==> src/design/sjed_ram.sv <==
// Generic single-port-write, single-port-read RAM with a registered read.
// Self-contained; used for the line buffers of the detector.
// Depends on nothing.
module sjed_ram #(
   parameter int WIDTH = 2,
   parameter int DEPTH = 2048
) (
   input  logic                     clock,
   input  logic                     wr_en,
   input  logic [$clog2(DEPTH)-1:0] wr_addr,
   input  logic [WIDTH-1:0]         wr_data,
   input  logic                     rd_en,
   input  logic [$clog2(DEPTH)-1:0] rd_addr,
   output logic [WIDTH-1:0]         rd_data
);

   logic [WIDTH-1:0] mem_ff [DEPTH];
   logic [WIDTH-1:0] rd_data_ff;

   // Write port.
   always_ff @(posedge clock) begin
      if (wr_en) begin
         mem_ff[wr_addr] <= wr_data;
      end
   end

   // Registered read port.
   always_ff @(posedge clock) begin
      if (rd_en) begin
         rd_data_ff <= mem_ff[rd_addr];
      end
   end

   assign rd_data = rd_data_ff;

endmodule

==> config.mk <==
export PLATFORM = sky130hd
export DESIGN_NAME = sjed_ram
export DESIGN_NICKNAME = d
export VERILOG_FILES = /design/src/design/sjed_ram.sv
export SDC_FILE = /design/constraint.sdc
export NUM_CORES = 2
export LEC_CHECK = 0
export BUFFER_PORTS_ARGS = -buffer_cell sky130_fd_sc_hd__buf_4
export CORE_ASPECT_RATIO = 1.75
export CORE_UTILIZATION = 63
export DETAILED_ROUTE_END_ITERATION = 7
export PLACE_DENSITY = 0.79
export SYNTH_ARGS = -nofsm -noshare
export SYNTH_HDL_FRONTEND = slang
export SYNTH_SLANG_ARGS = --single-unit
export TNS_END_PERCENT = 20
==> constraint.sdc <==
create_clock -name clock -period 3.5 [get_ports clock]
set_input_delay 0.525 -clock clock [delete_from_list [all_inputs] [get_ports clock]]
set_output_delay 0.525 -clock clock [all_outputs]
set_load 0.005 [all_outputs]
After elaboration in Yosys (flattened, before gate mapping)
Memory sizes are Yosys's and may differ from the RTL's. A register that Yosys moved wholly into a read port is not among the register bits.
Index checks and enable logic that the tools add are counted.
{ "totals": {"ff_bits": 0, "ramBits": 4096, "out_inout_bits": 2, "wordCells": 3, "memories": 1} }
{ "mem_list": {"columns": ["memory", "depth", "width", "read_ports", "rd_clocked_by_memory_dff", "write_ports", "line_no", "text"], "rows": [
  ["mem_ff", 2048, 2, 1, 1, 1, "17", "logic [WIDTH-1:0] mem_ff [DEPTH];"]
]} }
{ "classes": {"n_mux": 2} }
{ "ops": {"columns": ["operator", "count"], "rows": [
  ["two-way mux 1 bit", 2]
]} }

Depth between registers and ports, before layout
{ "depth": {"depth_word": 2, "mapped_depth": 16, "mapped_depth_nobuf": 9} }

Least setup slack after synthesis
Ideal clock, no wire load.
{ "synth_timing": {"path_type": "in2reg", "from": "input rd_addr[1]", "to": "register rd_data_ff[0] (netlist: rd_data[0]), read port of mem_ff (data pin)", "setup_ns": 0.265, "arrival_time_ns": 2.740, "required_ns": 3.235, "slack_ns": 0.494, "stages": 11, "cell_sequence": "buf_6 > buf_4 > buf_2 > clkbuf_1 > mux4_2 > mux4_2 > mux2i_1 > a21oi_1 > nand4_1 > o41ai_1 > or3_1"} }
{ "synth_rtl": {"columns": ["element", "line_no", "text"], "rows": [
  ["start: declaration", "13", "input logic [$clog2(DEPTH)-1:0] rd_addr,"],
  ["end: declaration", "18", "logic [WIDTH-1:0] rd_data_ff;"]
]} }

==> flow_metrics.tcl <==
set metrics [dict create \
    synthTopCellsByArea "edfxtp_1, mux4_2, nor2_1" \
    core_area_mm2 0.2666 \
    path_cells "buf_16 > buf_4 > buf_4 > mux2i_1 > o221ai_1 > buf_4 > nor3_1 > nor4_1 > buf_4 > nand4_1 > nor4_1 > buf_4 > o311ai_0 > buf_4 > nor4_1 > or3_1" \
    setup_viol 0 \
    rsz0062_at_grt "false" \
    cts_setup_buffers 0 \
    fin_ws_ps 83.71 \
    synth_nets 10201 \
    placementRows 251 \
    dp_hpwl_mm 325.9 \
    placed_area_mm2 0.1794 \
    hold_depth 1 \
    syn-mean-instance-area_um2 16.59 \
    ys_ff_latch 4098 \
    slew_violations 0 \
    cpMaxStageDelayCell "nor4_1" \
    clock_path_buffers 4 \
    fmax_ghz 0.2927 \
    post-place-ws_ps -847.0 \
    power.leakage_nw 60.64 \
    tns_ps 0 \
    hp-class "in -> reg" \
    critPathArrivalTime_ps 4250 \
    grt_pass1_wl_mm 731.4 \
    clkSinkCount 4098 \
    hold_violations 0 \
    clk-insertion-delay-late_ps 960 \
    wl_per_cell_um 35.67 \
    syn_to_final_growth_pct 12.87 \
    power.density_mw_per_mm2 516.5 \
    via_per_inst 7.116 \
    gp_congestion 0.9824 \
    cts_tree "yes" \
    start_util_pct 63.31 \
    power_mw 98.41 \
    syn_area_mm2 0.1688 \
    reg2regPathDepth 14 \
    synthCells 10174 \
    cts.reportedPaths.clkPinSlew_ps 70 \
    skew_ps 69.34 \
    slew_headroom_pct 13.73 \
    cp-start-kind "input port" \
    first_global_vias 105774 \
    dr_total_vias 103975 \
    drive_above_1_share_pct 20.65 \
    io_buffers 28 \
    violations "design-rule violations" \
    worstPathRequired_ps 4340 \
    dieWidth_um 393.3 \
    fin_crit_sh_pct 97.61 \
    crit_path_max_incr_delay_ps 740 \
    yosysWarningCount 0 \
    crit_fanout 22 \
    numCtsBuffers 343 \
    ant_nets 0 \
    crit_path_frequent_cell "buf_4" \
    tightestPinTransition_ps 1261 \
    peakVddDrop_mv 0.4348 \
    yosys.area.top_type "edfxtp_1" \
    grt_usage_pct 38.71 \
    num-nets-final 10794 \
    ioPinCount 29 \
    synth_enable_flop_cells 4098 \
    grt_max_degree 208 \
    drtIter0Drc 16219 \
    final_cells 14611 \
    root_buffer "clkbuf_16" \
    dieArea_mm2 0.2701 \
    die_h_um 686.8 \
    antenna_found_initial 32 \
    maxCapViolations 0 \
    path_class "in -> reg" \
    outcome "finished, violations left" \
    yosys.area.top_type_share_pct 72.90 \
    ys.flop_type "edfxtp_1" \
    grt_remaining_overflow 0 \
    finalInstanceArea_mm2 0.1905 \
    end_kind "flop" \
    synth-async-reset-ratio_pct 0 \
    drc_errors 1 \
    dp_cells 13963 \
    dr.pass1.iters 8 \
    seq_area_frac_synth_pct 72.90 \
    final.min_clock_period_ps 3416 \
    wl_mm 521.2 \
    ys_types 80 \
    htree_levels 5 \
]
[registers in the layout, indices dropped and copies added, names as in the netlist]
| register | count |
|---|---|
| mem_ff | 4096 |
| rd_data | 2 |
[final cells by class]
| class | instances | area, um2 |
|---|---|---|
| inverter | 4 | 25.02 |
| timing repair buffer | 1101 | 10720 |
| multi-input combinational | 5219 | 41210 |
| sequential | 4098 | 123100 |
| clock buffer | 424 | 9079 |
| tap | 3542 | 4432 |
| fill | 15165 | 76090 |
| antenna | 30 | 75.07 |
| clock inverter | 193 | 1932 |
[layer usage]
| layer | GRT usage, % | vias up | wire (um) |
|---|---|---|---|
| li1 | - | 40815 | - |
| met1 | 43.13 | 51583 | 147800 |
| met2 | 61.10 | 8966 | 246100 |
| met3 | 9.535 | 2591 | 67350 |
| met4 | 35.89 | 20 | 59840 |
| met5 | 0 | - | 136 |
[worst paths after layout]
check / start / end / slack (ps)
worst max-delay path: rd_addr[0] / rd_data[0] / 80
worst min-delay path: wr_data[1] / mem_ff[1418][1] / 20
worst max register to register: mem_ff[152][0] / rd_data[0] / 100
worst min register to register: mem_ff[230][0] / rd_data[0] / 1260
[stage by stage]
| stage | util, % | hold slack, ps |
|---|---|---|
| 2_1_floorplan | - | 623.9 |
| 3_3_place_gp | 67.29 | 845.3 |
| 3_5_place_dp | 67.30 | 840.3 |
| 4_1_cts | 71.43 | 11.64 |
| 5_1_grt | 71.44 | 21.68 |
| 6_report | 71.46 | 18.77 |
[critical path: cells and delay by family]
family                 cells  cell delay (ps)
buffers and inverters      7             1510
AOI/OAI and AO/OA          2              420
muxes                      1               80
and+or+nand+nor            6             1640
[cells in the mapped netlist (all sizes together) (12+ instances only)]
cell type     n
nor4         61
o31ai        15
clkbuf      464
and2         20
o21ai       123
o22ai       178
nor2       2181
nand2       230
a31oi        19
o221ai      254
a211oi       63
buf         388
mux2i       798
nor3        164
a2111oi      28
a21oi       149
nand4        26
nand3        81
nor2b        12
mux4        639
mux2         22
edfxtp     4098
[cell families (layout without fill, tap and decap cells)]
logic type / after synthesis / after routing / synth area share, %
simple gates: 2850 / 2850 / 6.868
other cells: 0 / 30 / 0
compound gates: 910 / 910 / 3.776
mux: 1459 / 1459 / 13.46
flops: 4098 / 4098 / 72.90
buf+inv: 857 / 1722 / 2.995
[report_power, final]
part	switching (mW)	internal, mW
clock network	17.6	21.1
logic	3.68	2.06
registers	0.0142	54.0
[repair_timing]
item	in CTS	in global routing
hold buffers	1	0
gates resized for setup	0	1
endpoints found under the setup margin	0	1
hold endpoints to repair	2	0
[layout by cell type, fill, tap and decap left out, drive strengths merged, types with 35 or more instances in the layout]
cell    count
buf      1099
nand3      81
o22ai     178
clkinv    128
a211oi     63
a21oi     149
nor3      164
nor4       61
bufinv     35
edfxtp   4098
nor2     2181
o221ai    254
nand2     230
mux2i     798
clkbuf    425
o21ai     123
mux4      639
(Power assumes the default switching activity.)
