--- config.mk ---
export PLATFORM = sky130hd
export DESIGN_NAME = sjed_window
export DESIGN_NICKNAME = d
export VERILOG_FILES = /design/src/design/sjed_pkg.sv /design/src/design/sjed_window.sv
export SDC_FILE = /design/constraint.sdc
export NUM_CORES = 1
export LEC_CHECK = 0
export BUFFER_PORTS_ARGS = -buffer_cell sky130_fd_sc_hd__buf_2
export CAP_MARGIN = 20
export CORE_MARGIN = 1
export CORE_UTILIZATION = 45
export DETAILED_ROUTE_END_ITERATION = 10
export PLACE_DENSITY = 0.84
export REMOVE_ABC_BUFFERS = 1
export SLEW_MARGIN = 10
export SYNTH_ARGS = -nofsm -noshare
export SYNTH_HDL_FRONTEND = slang
export SYNTH_SLANG_ARGS = --single-unit
--- constraint.sdc ---
create_clock -name clock -period 5 [get_ports clock]
set_input_delay 0.25 -clock clock [delete_from_list [all_inputs] [get_ports clock]]
set_output_delay 0.25 -clock clock [all_outputs]
set_load 0.005 [all_outputs]
--- src/design/sjed_pkg.sv ---
// Package for the skeleton endpoint and junction detector.
// Holds sizes, register codes, window masks and the structs passed between modules.
// Depends on nothing; imported by sjed_front, sjed_window and the top level.
package sjed_pkg;

   // Largest frame that the line buffers hold.
   localparam int MAX_WIDTH  = 2048;
   localparam int MAX_HEIGHT = 2048;

   // Field and register widths.
   localparam int COL_BITS       = $clog2(MAX_WIDTH);
   localparam int ROW_BITS       = $clog2(MAX_HEIGHT);
   localparam int SIZE_BITS      = 12;
   localparam int SAMPLE_BITS    = 16;
   localparam int CNT_BITS       = 4;
   localparam int CSR_INDEX_BITS = 2;
   localparam int CSR_DATA_BITS  = 16;

   // One line buffer entry: bit 1 is the row two above, bit 0 the row above.
   localparam int LINE_BITS = 2;

   // Configuration register indexes.
   localparam logic [CSR_INDEX_BITS-1:0] CSR_FRAME_WIDTH  = 2'd0;
   localparam logic [CSR_INDEX_BITS-1:0] CSR_FRAME_HEIGHT = 2'd1;
   localparam logic [CSR_INDEX_BITS-1:0] CSR_FG_THRESHOLD = 2'd2;

   // Register reset values.
   localparam logic [SIZE_BITS-1:0]   RESET_WIDTH     = 12'd640;
   localparam logic [SIZE_BITS-1:0]   RESET_HEIGHT    = 12'd480;
   localparam logic [SAMPLE_BITS-1:0] RESET_THRESHOLD = 16'd128;

   // 3x3 window: three bits per column, oldest column in bits 0..2, top row first.
   localparam logic [8:0] MASK_LEFT   = 9'h007;
   localparam logic [8:0] MASK_RIGHT  = 9'h1C0;
   localparam logic [8:0] MASK_TOP    = 9'h049;
   localparam logic [8:0] MASK_BOTTOM = 9'h124;

   // A foreground pixel is a vertex when its neighbor count differs from this.
   localparam logic [CNT_BITS-1:0] LINE_NEIGHBORS = 4'd2;

   // Pixel held between the line buffer read and the window update.
   typedef struct packed {
      logic                 valid;
      logic [COL_BITS-1:0]  addr;
      logic                 pixel;
      logic                 has_result;
      logic [COL_BITS-1:0]  px;
      logic [ROW_BITS-1:0]  py;
      logic                 at_left;
      logic                 at_right;
      logic                 at_top;
      logic                 at_bottom;
      logic                 frame_end;
      logic                 fwd;
      logic [LINE_BITS-1:0] fwd_data;
   } stage_type;

   // Line buffer write request.
   typedef struct packed {
      logic                 en;
      logic [COL_BITS-1:0]  addr;
      logic [LINE_BITS-1:0] data;
   } line_wr_type;

endpackage

--- src/design/sjed_window.sv ---
// Window side of the detector: line buffer write-back, 3x3 window shift,
// border masking, neighbor count and the result register.
// Depends on sjed_pkg.
module sjed_window (
   input  logic                               clock,
   input  logic                               reset,
   input  sjed_pkg::stage_type                s1,
   input  logic [sjed_pkg::LINE_BITS-1:0]     ram_q,
   input  logic                               cfg_restart,
   output logic                               s1_go,
   output sjed_pkg::line_wr_type              line_wr,
   output logic                               rsp_valid,
   input  logic                               rsp_ready,
   output logic [sjed_pkg::COL_BITS-1:0]      rsp_column,
   output logic [sjed_pkg::ROW_BITS-1:0]      rsp_row,
   output logic                               rsp_foreground,
   output logic [sjed_pkg::CNT_BITS-1:0]      rsp_neighbor_count,
   output logic                               rsp_is_vertex,
   output logic                               rsp_frame_end
);
   import sjed_pkg::*;

   logic [8:0]           window_ff, window_in;
   logic                 rsp_valid_ff, rsp_valid_in;
   logic [COL_BITS-1:0]  column_ff;
   logic [ROW_BITS-1:0]  row_ff;
   logic                 fg_ff;
   logic [CNT_BITS-1:0]  count_ff;
   logic                 vertex_ff;
   logic                 frame_end_ff;

   logic [LINE_BITS-1:0] line_rd;
   logic [2:0]           newcol;
   logic [8:0]           win_next;
   logic [8:0]           win_masked;
   logic [CNT_BITS-1:0]  count;
   logic                 out_free;
   logic                 load;

   // Line buffer data, taking the forwarded entry when the read raced a write.
   assign line_rd = s1.fwd ? s1.fwd_data : ram_q;
   assign newcol  = {s1.pixel, line_rd[0], line_rd[1]};
   assign win_next = {newcol, window_ff[8:3]};

   // The stage moves on when the result register can take a transaction.
   assign out_free = !rsp_valid_ff || rsp_ready;
   assign s1_go    = s1.valid && out_free;
   assign load     = s1_go && s1.has_result;

   // Write back: the row above moves up, the new pixel becomes the row above.
   always_comb begin
      line_wr.en   = s1_go;
      line_wr.addr = s1.addr;
      line_wr.data = {line_rd[0], s1.pixel};
   end

   // Neighbors outside the frame count as background.
   always_comb begin
      win_masked = win_next;
      if (s1.at_left) begin
         win_masked = win_masked & ~MASK_LEFT;
      end
      if (s1.at_right) begin
         win_masked = win_masked & ~MASK_RIGHT;
      end
      if (s1.at_top) begin
         win_masked = win_masked & ~MASK_TOP;
      end
      if (s1.at_bottom) begin
         win_masked = win_masked & ~MASK_BOTTOM;
      end
   end

   // Count of the eight neighbors.
   always_comb begin
      count = '0;
      for (int i = 0; i < 9; i++) begin
         if (i != 4) begin
            count = count + CNT_BITS'(win_masked[i]);
         end
      end
   end

   // Window shift; cleared on a size change and after the last pixel of a frame.
   always_comb begin
      window_in = window_ff;
      if (cfg_restart) begin
         window_in = '0;
      end else if (s1_go) begin
         window_in = s1.frame_end ? '0 : win_next;
      end
   end

   // Result register.
   always_comb begin
      rsp_valid_in = rsp_valid_ff;
      if (load) begin
         rsp_valid_in = 1'b1;
      end else if (rsp_ready) begin
         rsp_valid_in = 1'b0;
      end
   end

   always_ff @(posedge clock) begin
      if (reset) begin
         window_ff    <= '0;
         rsp_valid_ff <= 1'b0;
      end else begin
         window_ff    <= window_in;
         rsp_valid_ff <= rsp_valid_in;
      end
   end

   always_ff @(posedge clock) begin
      if (load) begin
         column_ff    <= s1.px;
         row_ff       <= s1.py;
         fg_ff        <= win_masked[4];
         count_ff     <= count;
         vertex_ff    <= win_masked[4] && (count != LINE_NEIGHBORS);
         frame_end_ff <= s1.frame_end;
      end
   end

   assign rsp_valid          = rsp_valid_ff;
   assign rsp_column         = column_ff;
   assign rsp_row            = row_ff;
   assign rsp_foreground     = fg_ff;
   assign rsp_neighbor_count = count_ff;
   assign rsp_is_vertex      = vertex_ff;
   assign rsp_frame_end      = frame_end_ff;

   // Eight neighbors at most.
   a_count_range: assert property (@(posedge clock) disable iff (reset)
      rsp_valid |-> rsp_neighbor_count <= CNT_BITS'(8))
      else $error("neighbor count above eight");

   // Only a foreground pixel can be a vertex.
   a_vertex_is_fg: assert property (@(posedge clock) disable iff (reset)
      rsp_valid && rsp_is_vertex |-> rsp_foreground)
      else $error("vertex flagged on a background pixel");

   // The line buffer is written exactly when the stage moves on.
   a_write_with_stage: assert property (@(posedge clock) disable iff (reset)
      line_wr.en |-> s1.valid && out_free)
      else $error("line buffer written without a moving pixel");

endmodule

* Word-level counts from Yosys, hierarchy flattened *
Cells that the tools add are included.

storage, ports and cells
  flip-flop bits (word level) = 39
  input port bits = 50

operators by class
  reduce and logical (&&, ||, !) cells = 7
  equality and inequality tests = 1
  muxes and demuxes = 8
  add/sub/neg operators = 7

operator list
  operator              number
  $mux W9               3
  $add A4 B1 Y4         4
  $mux W7               1
  $add A3 B1 Y4         1
  $ne A4 B2 Y1 const B  1
  $add A2 B1 Y3         1
  $logic_and A1 B1 Y1   3
  $mux W3               1
  $add A1 B1 Y2         1
  $mux W1               2
  $mux W2               1
  $reduce_bool A2 Y1    1
  $reduce_or A2 Y1      1
  $logic_not A1 Y1      1
  $logic_or A1 B1 Y1    1

* Longest topological paths before layout *
Gate-level depths: netlist of the first run.

  depth in word-level cells = 13
  mapped depth = 10
  depth with buffers taken out = 10

* Worst setup path after synthesis of the first run *
Ideal clock, no wire load.

  kind = register to register
  start point = register window_ff[3]
  end point = register vertex_ff (netlist: rsp_is_vertex) (data pin)
  setup slack = 1.565 ns
  setup time = 0.264 ns
  data required time = 4.736 ns
  data arrival time = 3.171 ns
  buffers on the path = 0
  clock period less this slack = 3.435 ns
  cell stages (with the launch flop) = 11
  path through = dfxtp_1 -> nor3b_1 -> fa_1 -> inv_1 -> fa_1 -> inv_1 -> fa_1 -> ha_1 -> fa_1 -> inv_1 -> o41a_1

on the way
  longest elaborated chain between the ends = 13

ends and longest elaborated chain
  element                     RTL line            source
  start: declaration          sjed_window.sv:23   logic [8:0] window_ff, window_in;
  start signal: assignment    sjed_window.sv:109  window_ff <= window_in;
  $mux W3                     sjed_window.sv:60   if (s1.at_left) begin
  $mux W9                     sjed_window.sv:63   if (s1.at_right) begin
  $mux W7                     sjed_window.sv:66   if (s1.at_top) begin
  $mux W9                     sjed_window.sv:69   if (s1.at_bottom) begin
  $add A1 B1 Y2               sjed_window.sv:79   count = count + CNT_BITS'(win_masked[i]);
  $add A2 B1 Y3               sjed_window.sv:79
  $add A3 B1 Y4               sjed_window.sv:79
  $add A4 B1 Y4 (4 in a row)  sjed_window.sv:79
  named net count[1]          sjed_window.sv:36   logic [CNT_BITS-1:0] count;
  $ne A4 B2 Y1                sjed_window.sv:120  vertex_ff <= win_masked[4] && (count != LINE_NEIGHBORS);
  $logic_and A1 B1 Y1         sjed_window.sv:120
  end signal: assignment      sjed_window.sv:120
  end: declaration            sjed_window.sv:29   logic vertex_ff;

The timed path passes the listed nets, and every way through them passes these cells.
A chain may end at the register's enable or synchronous reset.

* Worst setup path after layout of the first run *
Same ends and word-level chain as after synthesis.

==> results.py, run 1 <==
metrics = {
    "hold_path": {
        "holdPathEnd": "rsp_row[6]",
        "whs_path_depth": 1,
        "holdCritPathClass": "in2reg",
        "min_from": "s1[14]",
    },
    "sta": {
        "final_max_slew_viol_count": 0,
        "clock.fmax_mhz": 282,
        "setup_viol": 0,
        "max_slew_margin_pct": 58.3,
        "tightest_slew_ps": 625,
        "post-route-period-util_pct": 70.9,
        "rsz0062_at_grt": "false",
        "finalWorstSetupSlack_ps": 1460,
        "period_minus_slack_ps": 3540,
        "fin_skew_ps": 12.9,
        "hold_ws_ps": 86.2,
        "fin_tns_setup_ps": 0,
        "hold_viol_final": 0,
    },
    "worst_setup_path": {
        "rr_worst_depth": 10,
        "timing.rr.end": "rsp_is_vertex",
        "rrSetupSlack_ps": 1460,
        "end_kind": "flip-flop",
        "crit_path_max_fanout": 2,
        "cp-start-kind": "flip-flop",
        "arrival_ps": 3630,
        "critical_path_class": "reg2reg",
        "rr_startpoint": "window_ff[3]",
        "cp.required_ps": 5080,
    },
    "synthesis": {
        "synth_ff_type": "edfxtp_1",
        "muxShareOfSynthArea_pct": 1.41,
        "synth-edff-count": 29,
        "synth_cell_type_count": 27,
        "synth.avg_cell_area_sq_um": 14.8,
        "yosys_warnings": 0,
        "synth_area_sq_mm": 0.00151,
        "async_flop_share_pct": 0,
        "synth_top_family_by_area": "simple AND/OR/NAND/NOR gates",
        "syn_inst": 102,
        "synth-seq-cells": 36,
        "synth_xor_area_share_pct": 0.581,
        "synthSimpleGateAreaFrac_pct": 10.0,
        "synthAdderAreaFrac_pct": 7.80,
        "synth-compound-area-share_pct": 5.15,
        "yosysSeqAreaShare_pct": 67.1,
    },
    "finish": {
        "multi_input_area_sq_um": 377,
        "final-seq-area_sq_mm": 0.00101,
        "n_fill_cell": 243,
        "drive_above_1_share_pct": 49.7,
        "num_antenna_cells": 0,
        "final_util_pct": 60.9,
        "fin_nets": 225,
        "syn2layout_area_growth_pct": 26.4,
    },
    "drt": {
        "highest_layer": "met4",
        "dr.first_iter.drc_count": 11,
        "drtPass1Iterations": 4,
        "routed_wl_microns": 2820,
        "viasPerCell": 4.92,
        "wl_met3_microns": 368,
        "drt-met1-wl_microns": 1130,
        "ant_nets": 0,
        "vias": 1048,
        "met2_length_microns": 1280,
        "drc": 0,
        "wl_per_cell_microns": 13.3,
    },
    "floorplan": {
        "rows": 20,
        "fp.dieH_microns": 59.9,
        "coreArea_sq_mm": 0.00313,
        "ios": 95,
        "die_x_microns": 59.9,
        "start_util_pct": 48.2,
        "die_area_sq_mm": 0.00359,
    },
    "place": {
        "hpwl_microns": 2180,
        "portBuffers": 72,
        "place_congestion": 0.795,
        "dpl_worst_slack_ps": 1460,
    },
    "pwr": {
        "power.leakage_uw": 0.000818,
        "power.density_mw_per_mm2": 309,
        "irDropWorstVdd_mv": 0.152,
    },
    "grt": {
        "track_usage_pct": 15.6,
        "grt_pass1_vias": 942,
        "overflow": 0,
        "grt_pass1_wl_microns": 3980,
        "antenna_found_initial": 0,
        "grt_max_degree": 30,
    },
    "clocking": {
        "clkTransAtPathRegs_ps": 110,
        "cts_resized": 0,
        "hold_buffers": 0,
        "cts_buffers": 5,
        "post-cts-setup-buffers": 0,
        "cts_sinks": 36,
        "clock_path_buffers": 2,
        "htreeDepth": 2,
        "cts_tree": "yes",
        "clk-insertion-delay-late_ps": 330,
        "clockRootBuffer": "clkbuf_4",
    },
    "status": {
        "outcome": "completed",
    },
    "job": {
        "drv_cap": 0,
    },
}
[logic make-up (layout without fill, tap and decap cells)]
logic type	Yosys count	in the layout
AND/OR/NAND/NOR	24	24
AO/OA/AOI/OAI	13	13
multiplexers	2	2
flip-flops	36	36
buffers and inverters	19	86
XOR/XNOR	1	1
adder cells (fa/ha/maj)	7	7
[synthesized netlist by cell type, types with 2 or more instances]
| cell type | n | area share, % |
|---|---|---|
| nand2_1 | 2 | 0.50 |
| nand4b_1 | 3 | 1.7 |
| nor2b_1 | 5 | 2.1 |
| buf_4 | 13 | 6.5 |
| ha_1 | 3 | 2.5 |
| nor2_1 | 2 | 0.50 |
| nor3_1 | 2 | 0.66 |
| o21ai_0 | 4 | 1.3 |
| nor3b_1 | 3 | 1.5 |
| dfxtp_1 | 7 | 9.3 |
| edfxtp_1 | 29 | 58 |
| inv_1 | 5 | 1.2 |
| fa_1 | 4 | 5.3 |
| a21oi_1 | 6 | 2.0 |
| nand2b_1 | 2 | 0.83 |
[through the flow]
| stage | total power, uW | std cells | area, sq um |
|---|---|---|---|
| after detailed placement | 398 | 205 | 1830 |
| final | 588 | 213 | 1910 |
| after global routing | 616 | 213 | 1910 |
| after global placement | 396 | 205 | 1830 |
| after floorplan | 365 | 89 | 1410 |
| after CTS | 595 | 213 | 1910 |
[placed cells by master (no fill, tap or decap), drive strengths merged]
| cell type | count |
|---|---|
| buf | 72 |
| edfxtp | 29 |
| dfxtp | 7 |
| a21oi | 6 |
| inv | 6 |
| nor2b | 5 |
| clkbuf | 5 |
| o21ai | 4 |
| fa | 4 |
| nor3b | 3 |
| nand4b | 3 |
| ha | 3 |
| nand2b | 2 |
| nor2 | 2 |
| nor3 | 2 |
| nand2 | 2 |
| and3 | 1 |
| mux2i | 1 |
| or3 | 1 |
| mux2 | 1 |
| xor2 | 1 |
| o41a | 1 |
| or4 | 1 |
| or2 | 1 |
| nand4 | 1 |
| o31ai | 1 |
| o2bb2ai | 1 |
| clkinvlp | 1 |
| clkinv | 1 |
| bufinv | 1 |
[final cells by class]
cell class | instances | share of cell area [%]
flip-flops and latches | 36 | 53.1
clock inverters | 3 | 2.23
repair buffers | 72 | 18.9
clock buffers | 5 | 1.97
inverters | 6 | 1.18
well taps | 44 | 2.89
multi-input cells | 47 | 19.8
[critical path: stages (launching register included)]
cell and delay, ps:
dfxtp_1 330, nor3b_1 150, fa_1 530, inv_1 50, fa_1 530, inv_1 50
fa_1 470, ha_1 240, fa_1 500, inv_1 40, o41a_1 410
[worst max path at each step]
stage	start	to	slack (ps)
floorplan	window_ff[3]	rsp_is_vertex	1570
global placement	window_ff[3]	rsp_is_vertex	1540
detailed placement	window_ff[3]	rsp_is_vertex	1460
CTS	window_ff[3]	rsp_is_vertex	1440
global route	window_ff[3]	rsp_is_vertex	1340
finish	window_ff[3]	rsp_is_vertex	1460
[report_power, final]
part / internal, uW / leakage, uW / switching (uW)
clock network: 104 / 0.0000412 / 93.1
registers: 337 / 0.000330 / 2.78
logic: 24.9 / 0.000448 / 26.3
[flip-flops by register name, summed over array words and instances (netlist names)]
register / flops
rsp_column: 11
rsp_foreground: 1
rsp_frame_end: 1
rsp_is_vertex: 1
rsp_neighbor_count: 4
rsp_row: 11
rsp_valid: 1
window_ff: 6
[routing by layer]
metal	vias up	global-route usage (%)
li1	490	-
met3	6	8.23
met4	0	6.98
met5	-	4.76
met2	83	25.2
met1	469	16.6
No activity file was read; power rests on OpenSTA's default activity.
==> run 2, diff against run 1 <==
Settings changed: CORE_UTILIZATION 45 to 38, PLACE_DENSITY 0.84 to 0.76.
Clock period 5 ns to 3.2 ns, I/O delays scaled along.
==> run 2 against run 1 <==
Effect of this change: largest power group unchanged; highest routed layer unchanged; the flow now finishes with violations (negative setup slack); worst hold slack got worse by 37 ps; power rose by 70%; die area rose by 18%; worst setup slack got worse by 1600 ps; final area rose by 4.9%; clock power rose by 94%; wire length rose by 6.7%; register-to-register slack got worse by 1600 ps; clock skew fell by 11 ps.
==> results.py, run 2 (same netlist as run 1, synthesis figures left out) <==
metrics = {
    "worst_setup_path": {
        "crit_family": "adder cells",
        "arrival_ps": 3430,
        "path_common_cell": "fa_1",
        "critical_path_class": "reg2reg",
        "crit_path_max_fanout": 2,
        "cp.required_ps": 3230,
        "cp_slowest_cell": "fa_1",
        "crit_chain": "nor2b_4 > fa_1 > inv_1 > fa_1 > inv_2 > fa_1 > ha_2 > fa_1 > inv_1 > o41a_1",
        "slowest_delay_ps": 530,
        "crit_buf_inv": 3,
        "end_kind": "flip-flop",
        "cp-start-kind": "flip-flop",
    },
    "sta": {
        "fin_skew_ps": 2.22,
        "final_max_slew_viol_count": 0,
        "clock.fmax_mhz": 295,
        "post-route-period-util_pct": 106,
        "rsz0062_at_grt": "true",
        "max_slew_margin_pct": 59.1,
        "period_minus_slack_ps": 3390,
        "finalWorstSetupSlack_ps": -194,
        "tightest_slew_ps": 614,
        "hold_viol_final": 0,
        "hold_ws_ps": 49.3,
        "setup_viol": 1,
    },
    "drt": {
        "dr.first_iter.drc_count": 70,
        "met2_length_microns": 1240,
        "wl_met3_microns": 455,
        "viasPerCell": 4.78,
        "routed_wl_microns": 3010,
        "highest_layer": "met4",
        "wl_per_cell_microns": 13.5,
        "drtPass1Iterations": 4,
        "drc": 0,
        "vias": 1065,
        "drt-met1-wl_microns": 1280,
        "ant_nets": 0,
    },
    "place": {
        "placed_area_sq_mm": 0.00185,
        "portBuffers": 72,
        "dp_cells": 212,
        "place_congestion": 0.766,
        "dpl_worst_slack_ps": -366,
        "hpwl_microns": 2350,
    },
    "floorplan": {
        "start_util_pct": 40.3,
        "rows": 22,
        "coreArea_sq_mm": 0.00374,
        "fp.dieH_microns": 65.0,
        "die_x_microns": 65.0,
        "die_area_sq_mm": 0.00422,
        "ios": 95,
    },
    "status": {
        "violations": "negative setup slack",
        "outcome": "complete, but fails checks",
    },
    "clocking": {
        "htreeDepth": 2,
        "cts_tree": "yes",
        "clock_path_buffers": 2,
        "clk-insertion-delay-late_ps": 280,
        "cts_sinks": 36,
        "cts_buffers": 5,
        "clockRootBuffer": "clkbuf_8",
        "clkTransAtPathRegs_ps": 70,
    },
    "finish": {
        "design_area_sq_mm": 0.00200,
        "num_antenna_cells": 0,
        "fin_nets": 231,
        "drive_above_1_share_pct": 53.7,
        "syn2layout_area_growth_pct": 32.6,
        "mostFrequentLayoutCells": "buf_2 (72), edfxtp_1 (29), a21oi_1 (6), buf_4 (6), dfxtp_1 (6)",
        "fin_cells": 223,
        "final_common_cell": "buf_2",
    },
    "pwr": {
        "irDropWorstVdd_mv": 0.181,
        "power.leakage_uw": 0.000862,
        "power.density_mw_per_mm2": 500,
    },
    "job": {
        "drv_cap": 0,
    },
    "grt": {
        "track_usage_pct": 14.9,
        "antenna_found_initial": 0,
        "grt_max_degree": 30,
        "grt_pass1_wl_microns": 4620,
        "grt_pass1_vias": 1050,
        "overflow": 0,
    },
    "hold_path": {
        "holdCritPathClass": "in2reg",
    },
}
## run 2: cell count changes in the layout (fill, tap and decap cells not counted), sizes merged
cell,delta
buf,+6
clkbuf,+1
clkinvlp,-1
## run 2: final cells by class
cell class	count	area [sq um]
clock buffer	6	72.6
timing repair buffer	78	405
multi-input combinational	47	392
clock inverter	2	35.0
fill	338	1740
sequential	36	1010
inverter	6	22.5
tap	48	60.1
## run 2: timing repair
item,CTS,global route
pin swaps,5,1
buffers inserted,2,1
hold buffers,0,0
resized for setup,6,0
setup endpoints to repair,2,2
## run 2: stage by stage
stage,total power (uW),TNS (ps),utilization (%)
global placement,621,-269,49.5
global route,1040,-301,53.4
finish,999,-194,53.4
detailed placement,625,-443,49.5
floorplan,570,-235,-
CTS,1010,-270,53.2
## run 2: final timing paths
check / depth (start not counted) / endpoint / slack (ps) / start
hold / removal: 1 / rsp_column[5] / 50 / s1[24]
hold reg to reg: 2 / window_ff[4] / 470 / window_ff[4]
setup reg to reg: 10 / rsp_is_vertex / -190 / window_ff[6]
setup / recovery: 10 / rsp_is_vertex / -190 / window_ff[6]
## run 2: layer usage
| metal | global-route usage [%] | vias to the layer above |
|---|---|---|
| met5 | 4.17 | - |
| met4 | 6.67 | 0 |
| met2 | 21.1 | 91 |
| met3 | 8.45 | 5 |
| met1 | 18.1 | 468 |
| li1 | - | 501 |
## run 2: power by group
part / switching, uW / internal [uW]
Clock: 152 / 231
Combinational: 42.7 / 42.1
Sequential: 4.25 / 527
