## src/design/sjed_pkg.sv

```systemverilog
// Package for the skeleton endpoint and junction detector.
// Holds sizes, register codes, window masks and the structs passed between modules.
// Depends on nothing; imported by sjed_front, sjed_window and the top level.
package sjed_pkg;

   // Largest frame that the line buffers hold.
   localparam int MAX_WIDTH  = 2048;
   localparam int MAX_HEIGHT = 2048;

   // Field and register widths.
   localparam int COL_BITS       = $clog2(MAX_WIDTH);
   localparam int ROW_BITS       = $clog2(MAX_HEIGHT);
   localparam int SIZE_BITS      = 12;
   localparam int SAMPLE_BITS    = 16;
   localparam int CNT_BITS       = 4;
   localparam int CSR_INDEX_BITS = 2;
   localparam int CSR_DATA_BITS  = 16;

   // One line buffer entry: bit 1 is the row two above, bit 0 the row above.
   localparam int LINE_BITS = 2;

   // Configuration register indexes.
   localparam logic [CSR_INDEX_BITS-1:0] CSR_FRAME_WIDTH  = 2'd0;
   localparam logic [CSR_INDEX_BITS-1:0] CSR_FRAME_HEIGHT = 2'd1;
   localparam logic [CSR_INDEX_BITS-1:0] CSR_FG_THRESHOLD = 2'd2;

   // Register reset values.
   localparam logic [SIZE_BITS-1:0]   RESET_WIDTH     = 12'd640;
   localparam logic [SIZE_BITS-1:0]   RESET_HEIGHT    = 12'd480;
   localparam logic [SAMPLE_BITS-1:0] RESET_THRESHOLD = 16'd128;

   // 3x3 window: three bits per column, oldest column in bits 0..2, top row first.
   localparam logic [8:0] MASK_LEFT   = 9'h007;
   localparam logic [8:0] MASK_RIGHT  = 9'h1C0;
   localparam logic [8:0] MASK_TOP    = 9'h049;
   localparam logic [8:0] MASK_BOTTOM = 9'h124;

   // A foreground pixel is a vertex when its neighbor count differs from this.
   localparam logic [CNT_BITS-1:0] LINE_NEIGHBORS = 4'd2;

   // Pixel held between the line buffer read and the window update.
   typedef struct packed {
      logic                 valid;
      logic [COL_BITS-1:0]  addr;
      logic                 pixel;
      logic                 has_result;
      logic [COL_BITS-1:0]  px;
      logic [ROW_BITS-1:0]  py;
      logic                 at_left;
      logic                 at_right;
      logic                 at_top;
      logic                 at_bottom;
      logic                 frame_end;
      logic                 fwd;
      logic [LINE_BITS-1:0] fwd_data;
   } stage_type;

   // Line buffer write request.
   typedef struct packed {
      logic                 en;
      logic [COL_BITS-1:0]  addr;
      logic [LINE_BITS-1:0] data;
   } line_wr_type;

endpackage

```

## src/design/sjed_front.sv

```systemverilog
// Input side of the detector: configuration registers, raster position, line
// buffer read issue and the stage register that waits for the read data.
// Depends on sjed_pkg.
module sjed_front (
   input  logic                              clock,
   input  logic                              reset,
   input  logic                              req_valid,
   output logic                              req_ready,
   input  logic                              req_action,
   input  logic [sjed_pkg::SAMPLE_BITS-1:0]  req_sample,
   input  logic                              csr_write,
   input  logic [sjed_pkg::CSR_INDEX_BITS-1:0] csr_index,
   input  logic [sjed_pkg::CSR_DATA_BITS-1:0]  csr_data,
   input  logic                              s1_go,
   input  sjed_pkg::line_wr_type             line_wr,
   output logic                              rd_en,
   output logic [sjed_pkg::COL_BITS-1:0]     rd_addr,
   output sjed_pkg::stage_type               s1,
   output logic                              cfg_restart
);
   import sjed_pkg::*;

   logic [SIZE_BITS-1:0]   width_ff, width_in;
   logic [SIZE_BITS-1:0]   height_ff, height_in;
   logic [SAMPLE_BITS-1:0] thr_ff, thr_in;
   logic [COL_BITS-1:0]    cx_ff, cx_in;
   logic [SIZE_BITS-1:0]   cy_ff, cy_in;
   stage_type              s1_ff, s1_in;

   logic [SIZE_BITS-1:0]   w_eff, h_eff, w_m1, h_m1;
   logic [COL_BITS-1:0]    cx_eff;
   logic [SIZE_BITS-1:0]   py_full;
   logic                   is_col0;
   logic                   accept;
   stage_type              stage_new;

   // Register values outside the legal range are clamped into it.
   always_comb begin
      if (width_ff == '0) begin
         w_eff = SIZE_BITS'(1);
      end else if (32'(width_ff) > MAX_WIDTH) begin
         w_eff = SIZE_BITS'(MAX_WIDTH);
      end else begin
         w_eff = width_ff;
      end
      if (height_ff == '0) begin
         h_eff = SIZE_BITS'(1);
      end else if (32'(height_ff) > MAX_HEIGHT) begin
         h_eff = SIZE_BITS'(MAX_HEIGHT);
      end else begin
         h_eff = height_ff;
      end
      w_m1 = w_eff - SIZE_BITS'(1);
      h_m1 = h_eff - SIZE_BITS'(1);
   end

   // Input handshake: take a transaction when the stage register is free or moving on.
   assign req_ready = !s1_ff.valid || s1_go;
   assign accept    = req_valid && req_ready;

   // Position of the incoming pixel and of the pixel it completes.
   always_comb begin
      cx_eff  = (SIZE_BITS'(cx_ff) >= w_eff) ? '0 : cx_ff;
      is_col0 = (cx_eff == '0);
      stage_new            = '0;
      stage_new.valid      = 1'b1;
      stage_new.addr       = cx_eff;
      stage_new.pixel      = !req_action && (req_sample > thr_ff);
      if (is_col0) begin
         stage_new.has_result = (cy_ff >= SIZE_BITS'(2));
         stage_new.px         = w_m1[COL_BITS-1:0];
         py_full              = cy_ff - SIZE_BITS'(2);
      end else begin
         stage_new.has_result = (cy_ff >= SIZE_BITS'(1));
         stage_new.px         = cx_eff - COL_BITS'(1);
         py_full              = cy_ff - SIZE_BITS'(1);
      end
      stage_new.py        = py_full[ROW_BITS-1:0];
      stage_new.at_left   = (stage_new.px == '0);
      stage_new.at_right  = (SIZE_BITS'(stage_new.px) == w_m1);
      stage_new.at_top    = (py_full == '0);
      stage_new.at_bottom = (py_full == h_m1);
      stage_new.frame_end = stage_new.has_result && stage_new.at_right
                            && stage_new.at_bottom;
      // The entry written this cycle by the stage ahead is not yet in the RAM.
      stage_new.fwd       = line_wr.en && (line_wr.addr == cx_eff);
      stage_new.fwd_data  = line_wr.data;
   end

   // Line buffer read for the incoming pixel.
   assign rd_en   = accept;
   assign rd_addr = cx_eff;

   // Configuration writes; a size change restarts the frame.
   assign cfg_restart = csr_write
                        && (csr_index == CSR_FRAME_WIDTH || csr_index == CSR_FRAME_HEIGHT);

   always_comb begin
      width_in  = width_ff;
      height_in = height_ff;
      thr_in    = thr_ff;
      if (csr_write) begin
         case (csr_index)
            CSR_FRAME_WIDTH: begin
               width_in = csr_data[SIZE_BITS-1:0];
            end
            CSR_FRAME_HEIGHT: begin
               height_in = csr_data[SIZE_BITS-1:0];
            end
            CSR_FG_THRESHOLD: begin
               thr_in = csr_data[SAMPLE_BITS-1:0];
            end
            default: begin
            end
         endcase
      end
   end

   // Raster position advance, wrapping at the row end and restarting at frame end.
   always_comb begin
      cx_in = cx_ff;
      cy_in = cy_ff;
      if (cfg_restart) begin
         cx_in = '0;
         cy_in = '0;
      end else if (accept) begin
         if (stage_new.frame_end) begin
            cx_in = '0;
            cy_in = '0;
         end else if (SIZE_BITS'(cx_eff) == w_m1) begin
            cx_in = '0;
            cy_in = cy_ff + SIZE_BITS'(1);
         end else begin
            cx_in = cx_eff + COL_BITS'(1);
         end
      end
   end

   // Stage register waiting for the line buffer data.
   always_comb begin
      s1_in = s1_ff;
      if (accept) begin
         s1_in = stage_new;
      end else if (s1_go) begin
         s1_in.valid = 1'b0;
      end
   end

   always_ff @(posedge clock) begin
      if (reset) begin
         width_ff  <= RESET_WIDTH;
         height_ff <= RESET_HEIGHT;
         thr_ff    <= RESET_THRESHOLD;
         cx_ff     <= '0;
         cy_ff     <= '0;
         s1_ff     <= '0;
      end else begin
         width_ff  <= width_in;
         height_ff <= height_in;
         thr_ff    <= thr_in;
         cx_ff     <= cx_in;
         cy_ff     <= cy_in;
         s1_ff     <= s1_in;
      end
   end

   assign s1 = s1_ff;

   // The input only stalls behind a held pixel.
   a_stall_needs_pixel: assert property (@(posedge clock) disable iff (reset)
      !req_ready |-> s1_ff.valid)
      else $error("input stalled with an empty stage register");

   // An accepted transaction always lands in the stage register.
   a_accept_fills_stage: assert property (@(posedge clock) disable iff (reset)
      accept |=> s1_ff.valid)
      else $error("accepted transaction did not reach the stage register");

   // A frame end is only marked on a pixel that gives a result.
   a_frame_end_has_result: assert property (@(posedge clock) disable iff (reset)
      s1_ff.valid && s1_ff.frame_end |-> s1_ff.has_result && s1_ff.at_right)
      else $error("frame end marked on a pixel without a result");

endmodule

```

## config.mk

```make
export PLATFORM = sky130hd
export DESIGN_NAME = sjed_front
export DESIGN_NICKNAME = d
export VERILOG_FILES = /design/src/design/sjed_pkg.sv /design/src/design/sjed_front.sv
export SDC_FILE = /design/constraint.sdc
export NUM_CORES = 1
export LEC_CHECK = 0
export BUFFER_PORTS_ARGS = -buffer_cell sky130_fd_sc_hd__buf_2
export CAP_MARGIN = 30
export CORE_MARGIN = 1.5
export CORE_UTILIZATION = 42
export CTS_CLUSTER_DIAMETER = 40
export CTS_CLUSTER_SIZE = 40
export DETAILED_ROUTE_END_ITERATION = 16
export GPL_TIMING_DRIVEN = 0
export MAX_ROUTING_LAYER = met4
export RECOVER_POWER = 25
export SLEW_MARGIN = 25
export SYNTH_ARGS = -nofsm -noshare
export SYNTH_HDL_FRONTEND = slang
export SYNTH_SLANG_ARGS = --single-unit
```

## constraint.sdc

```tcl
create_clock -name clock -period 7.76 [get_ports clock]
set_input_delay 0.776 -clock clock [delete_from_list [all_inputs] [get_ports clock]]
set_output_delay 0.776 -clock clock [all_outputs]
set_load 0.005 [all_outputs]
```

* Word-level counts from Yosys, hierarchy flattened
Cells that the tools add are included.
** Word-level totals
- Input port bits :: 54
- Output and inout port bits :: 58
- Logic and storage cells :: 73
- Flip-flop bits (word level) :: 107
** Operators by class
- Equal/unequal tests :: 6
- Reduce and logical (&&, ||, !) cells :: 23
- Add/subtract/negate cells :: 7
- Mux-type cells :: 13
- Magnitude comparators :: 6
** Operators with widths (number)
- $mux 12 :: 8
- $logic_not 12->1 :: 3
- $sub 12x1->12 const B :: 3
- $mux 11 :: 3
- $eq 11x12->1 :: 2
- $gt 12x12->1 const B :: 2
- $logic_not 11->1 :: 2
- $gt 16x16->1 :: 1
- $add 12x1->12 const B :: 1
- $eq 12x12->1 :: 1
- $ge 11x12->1 :: 1
- $ge 12x1->1 const B :: 1
- $ge 12x2->1 const B :: 1
- $sub 12x2->12 const B :: 1
- $add 11x1->11 const B :: 1
- $eq 11x11->1 :: 1
- $sub 11x1->11 const B :: 1
- $reduce_and 2->1 :: 4
- $logic_and 1x1->1 :: 6
- $reduce_bool 2->1 :: 2
- $eq 2x1->1 const B :: 1
- $eq 2x2->1 const B :: 1
- $logic_not 1->1 :: 2
- $logic_not 2->1 :: 1
- 3 further kinds :: 5

* Logic depth before layout (Yosys ltp)
Gate-level depths: netlist (run 1).
- Depth in word-level cells :: 12
- Depth in mapped cells :: 28
- Gate-level depth less buffers :: 22

* Least setup slack after synthesis (run 1)
No wires, ideal clock.
- Path type :: register to register
- Start :: reg width_ff[4]
- End :: reg cy_ff[10]
- Path buffers :: 5
- Cell stages (with the launch flop) :: 28
- Slack :: 1.251 ns
- Required time :: 7.701 ns
- Period minus slack after synthesis :: 6.509 ns
- Arrival :: 6.450 ns
- Library setup time :: 0.059 ns
- Cell sequence :: dfxtp_1 -> buf_6 -> or4_4 -> buf_6 -> nor4_1 -> o21ai_1 -> inv_1 -> ha_1 -> nand2b_1 -> a2111oi_0 -> nor3_1 -> buf_2 -> nor2_1 -> clkbuf_1 -> nand2_1 -> ha_1 -> nor3b_1 -> a41oi_1 -> nor2_1 -> o2bb2ai_1 -> or4_1 -> nand4_1 -> nor4_1 -> and4_1 -> a21o_1 -> clkbuf_1 -> or4_1 -> nand2_1
** On the way
- Longest elaborated chain between the ends :: 12
- Elaborated cells between the ends (all ways) :: 19
- Classes of those cells :: 2 x add/sub; 2 x order compare; 3 x eq/ne; 6 x mux; 6 x reduce/logical
** Ends and longest elaborated chain
- start, declared :: line sjed_front.sv:23 : logic [SIZE_BITS-1:0] width_ff, width_in;
- start signal, assigned :: line sjed_front.sv:158 : width_ff <= width_in;
- $gt 12x12->1 :: line sjed_front.sv:41 : end else if (32'(width_ff) > MAX_WIDTH) begin
- $mux 12 :: line sjed_front.sv:41
- $mux 12 * :: line sjed_front.sv:39 : if (width_ff == '0) begin
- $ge 11x12->1 :: line sjed_front.sv:63 : cx_eff = (SIZE_BITS'(cx_ff) >= w_eff) ? '0 : cx_ff;
- $mux 11 :: line sjed_front.sv:63
- $sub 11x1->11 or $logic_not 11->1 (tied branches) :: line sjed_front.sv:75, sjed_front.sv:64
- $mux 12 :: line sjed_front.sv:69 : if (is_col0) begin
- $eq 11x12->1 :: line sjed_front.sv:80 : stage_new.at_right = (SIZE_BITS'(stage_new.px) == w_m1);
- $logic_and 1x1->1 :: line sjed_front.sv:83 : stage_new.frame_end = stage_new.has_result && stage_new.at_right
- $logic_and 1x1->1 :: line sjed_front.sv:84 : && stage_new.at_bottom;
- $reduce_bool 2->1 (no source line)
- $reduce_and 2->1 (no source line)
- end signal, assigned :: line sjed_front.sv:162 : cy_ff <= cy_in;
- end, declared :: line sjed_front.sv:27 : logic [SIZE_BITS-1:0] cy_ff, cy_in;
Mark *: on every way between the ends. The rest lies on a longest branch, timed or not.
A chain may end at the register's enable or synchronous reset.

* Final worst setup path (run 1)
- Start :: reg width_ff[11]
- End :: reg cy_ff[6]
The elaborated chain is that of the path after synthesis.

==> load_flow_metrics.sql, run 1 <==
INSERT INTO impl_metrics (metric_group, metric, value, unit) VALUES
('status', 'outcome', 'complete, no violations', ''),
('final_layout', 'final_layout_size_suffix_gt1_share', '13.4', '%'),
('synth', 'netlist_instances', '1044', ''),
('worst_setup_path', 'setup.reg_to_reg.worst_slack', '530', 'ps'),
('detailed_routing', 'route.final.wire_length', '26.2', 'mm'),
('final_layout', 'diodes', '0', ''),
('pwr', 'comb_power_share', '21.4', '%'),
('synth', 'number_of_nets_produced_by_synthesis', '1136', ''),
('synth', 'ys.warnings.count', '0', ''),
('hold_path', 'hold_critical_path_endpoint', 's1[27]', ''),
('cts', 'clock_sink_count', '107', ''),
('synth', 'synth_top_family_by_area', 'simple AND/OR/NAND/NOR gates', ''),
('placement', 'globalplace.congestion', '0.979', ''),
('cts', 'clk_root_buffer_cell', 'sky130_fd_sc_hd__clkbuf_16', ''),
('worst_setup_path', 'rr_startpoint', 'width_ff[11]', ''),
('final_layout', 'fillCellCount', '1904', ''),
('sta', 'max-slew-margin-rel', '42.3', '%'),
('cts', 'clockBufferDepth', '2', ''),
('synth', 'ys_ff_latch', '107', ''),
('synth', 'netlist_top_cells_area', 'sky130_fd_sc_hd__dfxtp_1 28%, sky130_fd_sc_hd__nand2_1 8.8%, sky130_fd_sc_hd__a21oi_1 6.6%', ''),
('hold_path', 'timing.hold.worst_path_depth', '2', ''),
('worst_setup_path', 'critical_path_class', 'flop to flop', ''),
('pwr', 'post_layout_power', '1.36', 'mW'),
('final_layout', 'final_net_count', '1263', ''),
('cts', 'cts.clk_slew.worst_paths', '80', 'ps'),
('synth', 'synth_edf_count', '0', ''),
('synth', 'yosys.area_share.xor_xnor', '5.29', '%'),
('die', 'num_io_pins', '112', ''),
('detailed_routing', 'antenna_violating_nets_post_route', '0', ''),
('worst_setup_path', 'worst_setup_path_start_kind', 'flop', ''),
('flow_run', 'cap_violations', '0', ''),
('cts', 'htree_num_levels', '3', ''),
('pwr', 'power.share.switching', '30.8', '%'),
('detailed_routing', 'post-route-drc-count', '0', ''),
('die', 'die-width', '138', 'µm'),
('placement', 'placed_instance_area', '8470', 'µm²'),
('synth', 'synth_compound_area_share', '21.7', '%'),
('pwr', 'clock_power_share', '35.5', '%'),
('detailed_routing', 'violation_count_after_the_first_detailed_route_iteration', '684', ''),
('detailed_routing', 'routedWlPerCell', '18.6', 'µm'),
('worst_setup_path', 'worst-path-max-fanout', '10', ''),
('worst_setup_path', 'r2r_end', 'cy_ff[6]', ''),
('global_routing', 'grt_use_total', '28.6', '%'),
('sta', 'finalHoldViolCount', '0', ''),
('die', 'die_footprint', '19000', 'µm²'),
('synth', 'netlist.area_leader.share', '28.1', '%'),
('cts', 'tritoncts.num_buffers', '9', ''),
('sta', 'finClkSkew', '12.7', 'ps'),
('sta', 'setup_viol', '0', ''),
('cts', 'clock_insertion_delay_worst_skew', '370', 'ps'),
('synth', 'postSynth.topFlopCell', 'sky130_fd_sc_hd__dfxtp_1', ''),
('pwr', 'pwr-share-seq', '43.1', '%'),
('worst_setup_path', 'critical_path.startpoint', 'width_ff[11]', ''),
('placement', 'pre_cts_ws', '-808', 'ps'),
('final_layout', 'sequential_cell_area', '2140', 'µm²'),
('pwr', 'static-leakage-power', '3.50', 'nW'),
('hold_path', 'hold_path.startpoint', 's1[27]', ''),
('die', 'effective_utilization_at_floorplan', '42.6', '%'),
('placement', 'port_buffers', '111', ''),
('pwr', 'powerDensity', '154', 'nW/µm²'),
('synth', 'synth_simple_gate_area_share', '30.1', '%'),
('synth', 'synth.most_common_cell', 'sky130_fd_sc_hd__nand2_1', ''),
('detailed_routing', 'drt_first_pass_iters', '5', ''),
('placement', 'place_hpwl', '20.3', 'mm'),
('detailed_routing', 'via_count', '8092', ''),
('pwr', 'worst_ir_drop_vdd', '0.108', 'mV'),
('final_layout', 'multiInputGateArea', '4970', 'µm²'),
('global_routing', 'number_of_global_route_vias_before_repair', '7090', ''),
('worst_setup_path', 'critPathCaptureType', 'flop', ''),
('sta', 'rsz_0062_raised_after_global_routing', 'no', ''),
('synth', 'synth_mux_area_share', '1.38', '%');
## placed cells by master, fill, tap and decap left out, drive strengths merged, types with 9 or more instances in the layout
master,instances
or4,14
nor3,39
and3,12
xnor2,31
o21ai,36
clkbuf,94
inv,45
ha,38
nor4,17
a31oi,12
a211oi,15
dfxtp,107
buf,116
o31ai,12
or3,22
a22oi,9
nand2,179
nor2,73
xor2,15
a21oi,102
nand4,13
nand3,35
## power groups by stage
stage          sequential [mW]  clock (mW)  combinational [mW]
2_1_floorplan            0.595           0               0.187
4_1_cts                  0.583       0.492               0.288
5_1_grt                  0.586       0.508               0.319
3_3_place_gp             0.596           0               0.286
6_report                 0.584       0.481               0.290
3_5_place_dp             0.596           0               0.286
## routing by layer
layer	vias to the layer above	global-route usage, %	routed length [µm]
met5	-	-	0
met4	0	7.99	416
met3	29	2.87	1470
met2	243	44.3	11900
met1	3856	39.6	12400
li1	3964	-	-
## repair_timing
item,4_1_cts,5_1_grt
setup buffers,0,5
endpoints found under the setup margin,25,20
pin swaps,0,1
hold buffers,0,0
resized for setup,6,3
## sequential cells by signal (all words and copies together) (netlist names)
name / count
s1: 44
thr_ff: 16
cy_ff: 12
height_ff: 12
width_ff: 12
cx_ff: 11
## stage by stage
step | TNS [ps] | cells
finish | 0 | 1404
global route | 0 | 1404
CTS | 0 | 1399
detailed placement | -15750 | 1385
global placement | -18240 | 1384
floorplan | 0 | 1044
## critical path, cell delays in order (launching register included)
cell,delay (ps)
sky130_fd_sc_hd__dfxtp_1,510
sky130_fd_sc_hd__clkinv_1,310
sky130_fd_sc_hd__clkbuf_1,290
sky130_fd_sc_hd__o21ai_1,290
sky130_fd_sc_hd__inv_1,220
sky130_fd_sc_hd__ha_1,320
sky130_fd_sc_hd__nand2b_1,110
sky130_fd_sc_hd__a2111oi_2,80
sky130_fd_sc_hd__nor3_2,530
sky130_fd_sc_hd__buf_2,370
sky130_fd_sc_hd__nor2_4,120
sky130_fd_sc_hd__nand2_2,270
sky130_fd_sc_hd__ha_1,340
sky130_fd_sc_hd__nor3b_2,400
sky130_fd_sc_hd__nand3_1,190
sky130_fd_sc_hd__o21ba_2,310
sky130_fd_sc_hd__o41ai_1,460
sky130_fd_sc_hd__a2111oi_4,180
sky130_fd_sc_hd__xnor2_1,170
sky130_fd_sc_hd__nor4_1,350
sky130_fd_sc_hd__and4_1,440
sky130_fd_sc_hd__a21oi_2,140
sky130_fd_sc_hd__buf_6,160
sky130_fd_sc_hd__buf_2,190
sky130_fd_sc_hd__o31ai_1,250
sky130_fd_sc_hd__a21oi_1,100
## cells by family after synthesis
kind of cell / after synthesis
buffers and inverters: 128
AO/OA/AOI/OAI: 252
adder cells (fa/ha/maj): 38
multiplexers: 10
flip-flops: 107
XOR/XNOR: 46
AND/OR/NAND/NOR: 463
## worst max path at each step
stage | slack (ps) | end | cells past startpoint
after floorplan | 1250 | cy_ff[10] | 27
after global placement | -910 | cy_ff[6] | 27
after detailed placement | -810 | cy_ff[6] | 27
after CTS | 200 | cy_ff[6] | 26
after global routing | 110 | cy_ff[6] | 26
final | 530 | cy_ff[6] | 25
## layout make-up
cell class / count / area share (%)
inverter: 44 / 1.88
timing repair buffer: 117 / 6.39
sequential: 107 / 24.3
buffer: 83 / 4.33
clock inverter: 5 / 0.696
tap: 229 / 3.25
multi-input combinational: 809 / 56.4
clock buffer: 10 / 2.71
Note: power is estimated with default switching activity, not from simulation.
==> inputs of run 2 (changes only) <==
CORE_UTILIZATION = 58   (was 42)
GPL_TIMING_DRIVEN = default   (was 0)
PLACE_DENSITY = 0.81   (was default)
==> load_flow_metrics.sql, run 2 (synthesis gave the netlist of run 1 again) <==
INSERT INTO impl_metrics (metric_group, metric, value, unit) VALUES
('worst_setup_path', 'rr_startpoint', 'width_ff[2]', ''),
('global_routing', 'number_of_global_route_vias_before_repair', '6968', ''),
('pwr', 'post_layout_power', '1.36', 'mW'),
('worst_setup_path', 'r2r_end', 'cy_ff[6]', ''),
('die', 'num_io_pins', '112', ''),
('global_routing', 'grt_remaining_overflow', '0', ''),
('final_layout', 'final_common_cell', 'sky130_fd_sc_hd__nand2_1', ''),
('global_routing', 'grt_max_degree', '69', ''),
('worst_setup_path', 'critical_path_required', '8050', 'ps'),
('placement', 'port_buffers', '111', ''),
('sta', 'finClkSkew', '9.45', 'ps'),
('worst_setup_path', 'critical-path-max-stage-delay', '620', 'ps'),
('hold_path', 'hold_path.startpoint', 's1[1]', ''),
('pwr', 'static-leakage-power', '3.43', 'nW'),
('hold_path', 'hold_critical_path_endpoint', 's1[1]', ''),
('detailed_routing', 'post-route-drc-count', '0', ''),
('detailed_routing', 'drt_first_pass_iters', '8', ''),
('cts', 'cts.repair_timing.setup_buffer_count', '0', ''),
('sta', 'max-slew-margin-rel', '46.6', '%'),
('final_layout', 'commonest_cells_after_routing_fill_and_taps_aside', '178 x sky130_fd_sc_hd__nand2_1, 107 x sky130_fd_sc_hd__dfxtp_1, 101 x sky130_fd_sc_hd__a21oi_1', ''),
('status', 'outcome', 'complete, no violations', ''),
('pwr', 'comb_power_share', '19.7', '%'),
('cts', 'clock_insertion_delay_worst_skew', '360', 'ps'),
('placement', 'globalplace.congestion', '1.01', ''),
('sta', 'final_cycle_utilization_of_the_critical_path', '91.4', '%'),
('hold_path', 'timing.hold.worst.class', 'flop to flop', ''),
('global_routing', 'grt_use_total', '31.6', '%'),
('final_layout', 'number_of_flip_flops_under_the_largest_register_name', '44', ''),
('pwr', 'powerDensity', '161', 'nW/µm²'),
('die', 'die_y', '118', 'µm'),
('detailed_routing', 'route.final.wire_length', '21.7', 'mm'),
('cts', 'clk_root_buffer_cell', 'sky130_fd_sc_hd__clkbuf_16', ''),
('sta', 'final_period_minus_worst_setup_slack', '7090', 'ps'),
('cts', 'clockBufferDepth', '2', ''),
('final_layout', 'area.growth.synth_to_final', '10.3', '%'),
('worst_setup_path', 'cp_data_arrival_time', '7390', 'ps'),
('flow_run', 'cap_violations', '0', ''),
('placement', 'place_hpwl', '15.8', 'mm'),
('global_routing', 'grt_first_pass_wirelength', '34.8', 'mm'),
('die', 'die_footprint', '13800', 'µm²'),
('cts', 'post_cts_hold_buffer_count', '0', ''),
('worst_setup_path', 'cpMaxStageDelayCell', 'sky130_fd_sc_hd__or4_4', ''),
('worst_setup_path', 'critical_path_class', 'flop to flop', ''),
('detailed_routing', 'antenna_violating_nets_post_route', '0', ''),
('die', 'die-width', '118', 'µm'),
('placement', 'pre_cts_ws', '883', 'ps'),
('worst_setup_path', 'worst-path-max-fanout', '19', ''),
('pwr', 'pwr-share-seq', '43.2', '%'),
('pwr', 'switchingPower', '0.391', 'mW'),
('final_layout', 'final_layout_size_suffix_gt1_share', '14.0', '%'),
('cts', 'resized_after_cts', '0', ''),
('sta', 'worstMarginPinSlew', '800', 'ps'),
('sta', 'finalHoldViolCount', '0', ''),
('sta', 'setup_tns', '0', 'ps'),
('final_layout', 'multiInputGateArea', '4930', 'µm²'),
('detailed_routing', 'via_count', '7839', ''),
('sta', 'setup_viol', '0', ''),
('worst_setup_path', 'critPathCaptureType', 'flop', ''),
('pwr', 'power.share.switching', '28.8', '%'),
('worst_setup_path', 'setup.reg_to_reg.worst_slack', '670', 'ps'),
('cts', 'clock_sink_count', '107', ''),
('worst_setup_path', 'crit_chain', 'or4_4, nor4_1, o21ai_1, inv_1, ha_1, nand2b_1, a2111oi_0, nor3_1, nor2_1, nand2_1, ha_1, nor3b_1, a41oi_1, nor2_1, a21o_1, a211oi_1, xnor2_1, o211a_1, and4_1, a21oi_2, buf_4, or4_1, a21oi_1', ''),
('sta', 'rsz_0062_raised_after_global_routing', 'no', ''),
('worst_setup_path', 'r2r_cells', '23', ''),
('die', 'placeableCoreArea', '12700', 'µm²'),
('pwr', 'clock_power_share', '37.0', '%'),
('final_layout', 'sequential_cell_area', '2140', 'µm²'),
('worst_setup_path', 'worst_setup_path_start_kind', 'flop', ''),
('cts', 'tritoncts.num_buffers', '9', ''),
('sta', 'final.setup.worst_slack', '668', 'ps'),
('hold_path', 'timing.hold.worst_path_depth', '2', ''),
('cts', 'cts_tree', 'yes', ''),
('cts', 'cts.clk_slew.worst_paths', '70', 'ps'),
('pwr', 'worst_ir_drop_vdd', '0.110', 'mV'),
('die', 'fp-row-count', '41', ''),
('die', 'effective_utilization_at_floorplan', '59.9', '%'),
('cts', 'htree_num_levels', '3', ''),
('final_layout', 'final_net_count', '1186', ''),
('detailed_routing', 'drt-vias-per-instance', '6.17', ''),
('final_layout', 'fillCellCount', '1187', ''),
('detailed_routing', 'routedWlPerCell', '17.0', 'µm'),
('sta', 'hold_ws', '449', 'ps'),
('sta', 'final_count_of_pins_violating_max_slew', '0', ''),
('detailed_routing', 'violation_count_after_the_first_detailed_route_iteration', '698', ''),
('sta', 'fmaxAchievable', '0.141', 'GHz'),
('global_routing', 'antenna_violations_before_repair', '0', ''),
('pwr', 'intPower', '0.965', 'mW'),
('final_layout', 'diodes', '0', '');
[run 2: cell types whose count changed in the layout (fill, tap and decap cells not counted), moves of 3 or more]
cell                       delta
sky130_fd_sc_hd__buf_6        -3
sky130_fd_sc_hd__clkbuf_1    -71
sky130_fd_sc_hd__buf_1        -8
sky130_fd_sc_hd__buf_2       +10
sky130_fd_sc_hd__buf_4        -5
[run 2: worst max path at each step]
| stage | startpoint | end | slack, ps | depth (start not counted) |
|---|---|---|---|---|
| global placement | width_ff[2] | cy_ff[6] | 1190 | 23 |
| global route | width_ff[2] | cy_ff[6] | 160 | 23 |
| floorplan | width_ff[4] | cy_ff[10] | 1250 | 27 |
| CTS | width_ff[2] | cy_ff[6] | 820 | 23 |
| detailed placement | width_ff[2] | cy_ff[6] | 880 | 23 |
| finish | width_ff[2] | cy_ff[6] | 670 | 23 |
[run 2: final cells by class]
type,count,share of cell area [%]
clock inverters,6,1.04
well taps,172,2.56
inverters,44,1.96
multi-input cells,809,58.7
repair buffers,123,7.46
clock buffers,10,2.84
flip-flops and latches,107,25.5
[run 2: critical path: cells and delay by family, from the launching register on]
| family | cells | cell delay, ps |
|---|---|---|
| and+or+nand+nor | 10 | 2880 |
| xor gates and xnor gates | 1 | 200 |
| DFF | 1 | 370 |
| buffers and inverters | 2 | 470 |
| adders and majority gates | 2 | 690 |
| AOI/OAI and AO/OA | 8 | 2410 |
[run 2: through the flow]
step | instances | cell area (µm²) | util, %
CTS | 1271 | 8430 | 66.2
detailed placement | 1255 | 8100 | 63.7
finish | 1271 | 8410 | 66.1
global placement | 1255 | 8100 | 63.7
global route | 1271 | 8410 | 66.1
floorplan | 1044 | 7620 | -
[run 2: routing by layer]
layer	track usage, %	vias to the layer above	wire, µm	share of wire (%)
li1	-	3801	-	-
met1	40.5	3638	9240	43
met2	49.2	362	10000	46
met3	7.51	38	1910	8.8
met4	10.2	0	474	2.2
met5	-	-	0	0
[run 2: power groups by stage]
stage / clock network [mW] / registers [mW] / logic [mW]
6_report: 0.503 / 0.587 / 0.268
5_1_grt: 0.530 / 0.589 / 0.294
4_1_cts: 0.509 / 0.586 / 0.265
3_5_place_dp: 0 / 0.599 / 0.263
3_3_place_gp: 0 / 0.598 / 0.259
2_1_floorplan: 0 / 0.595 / 0.187
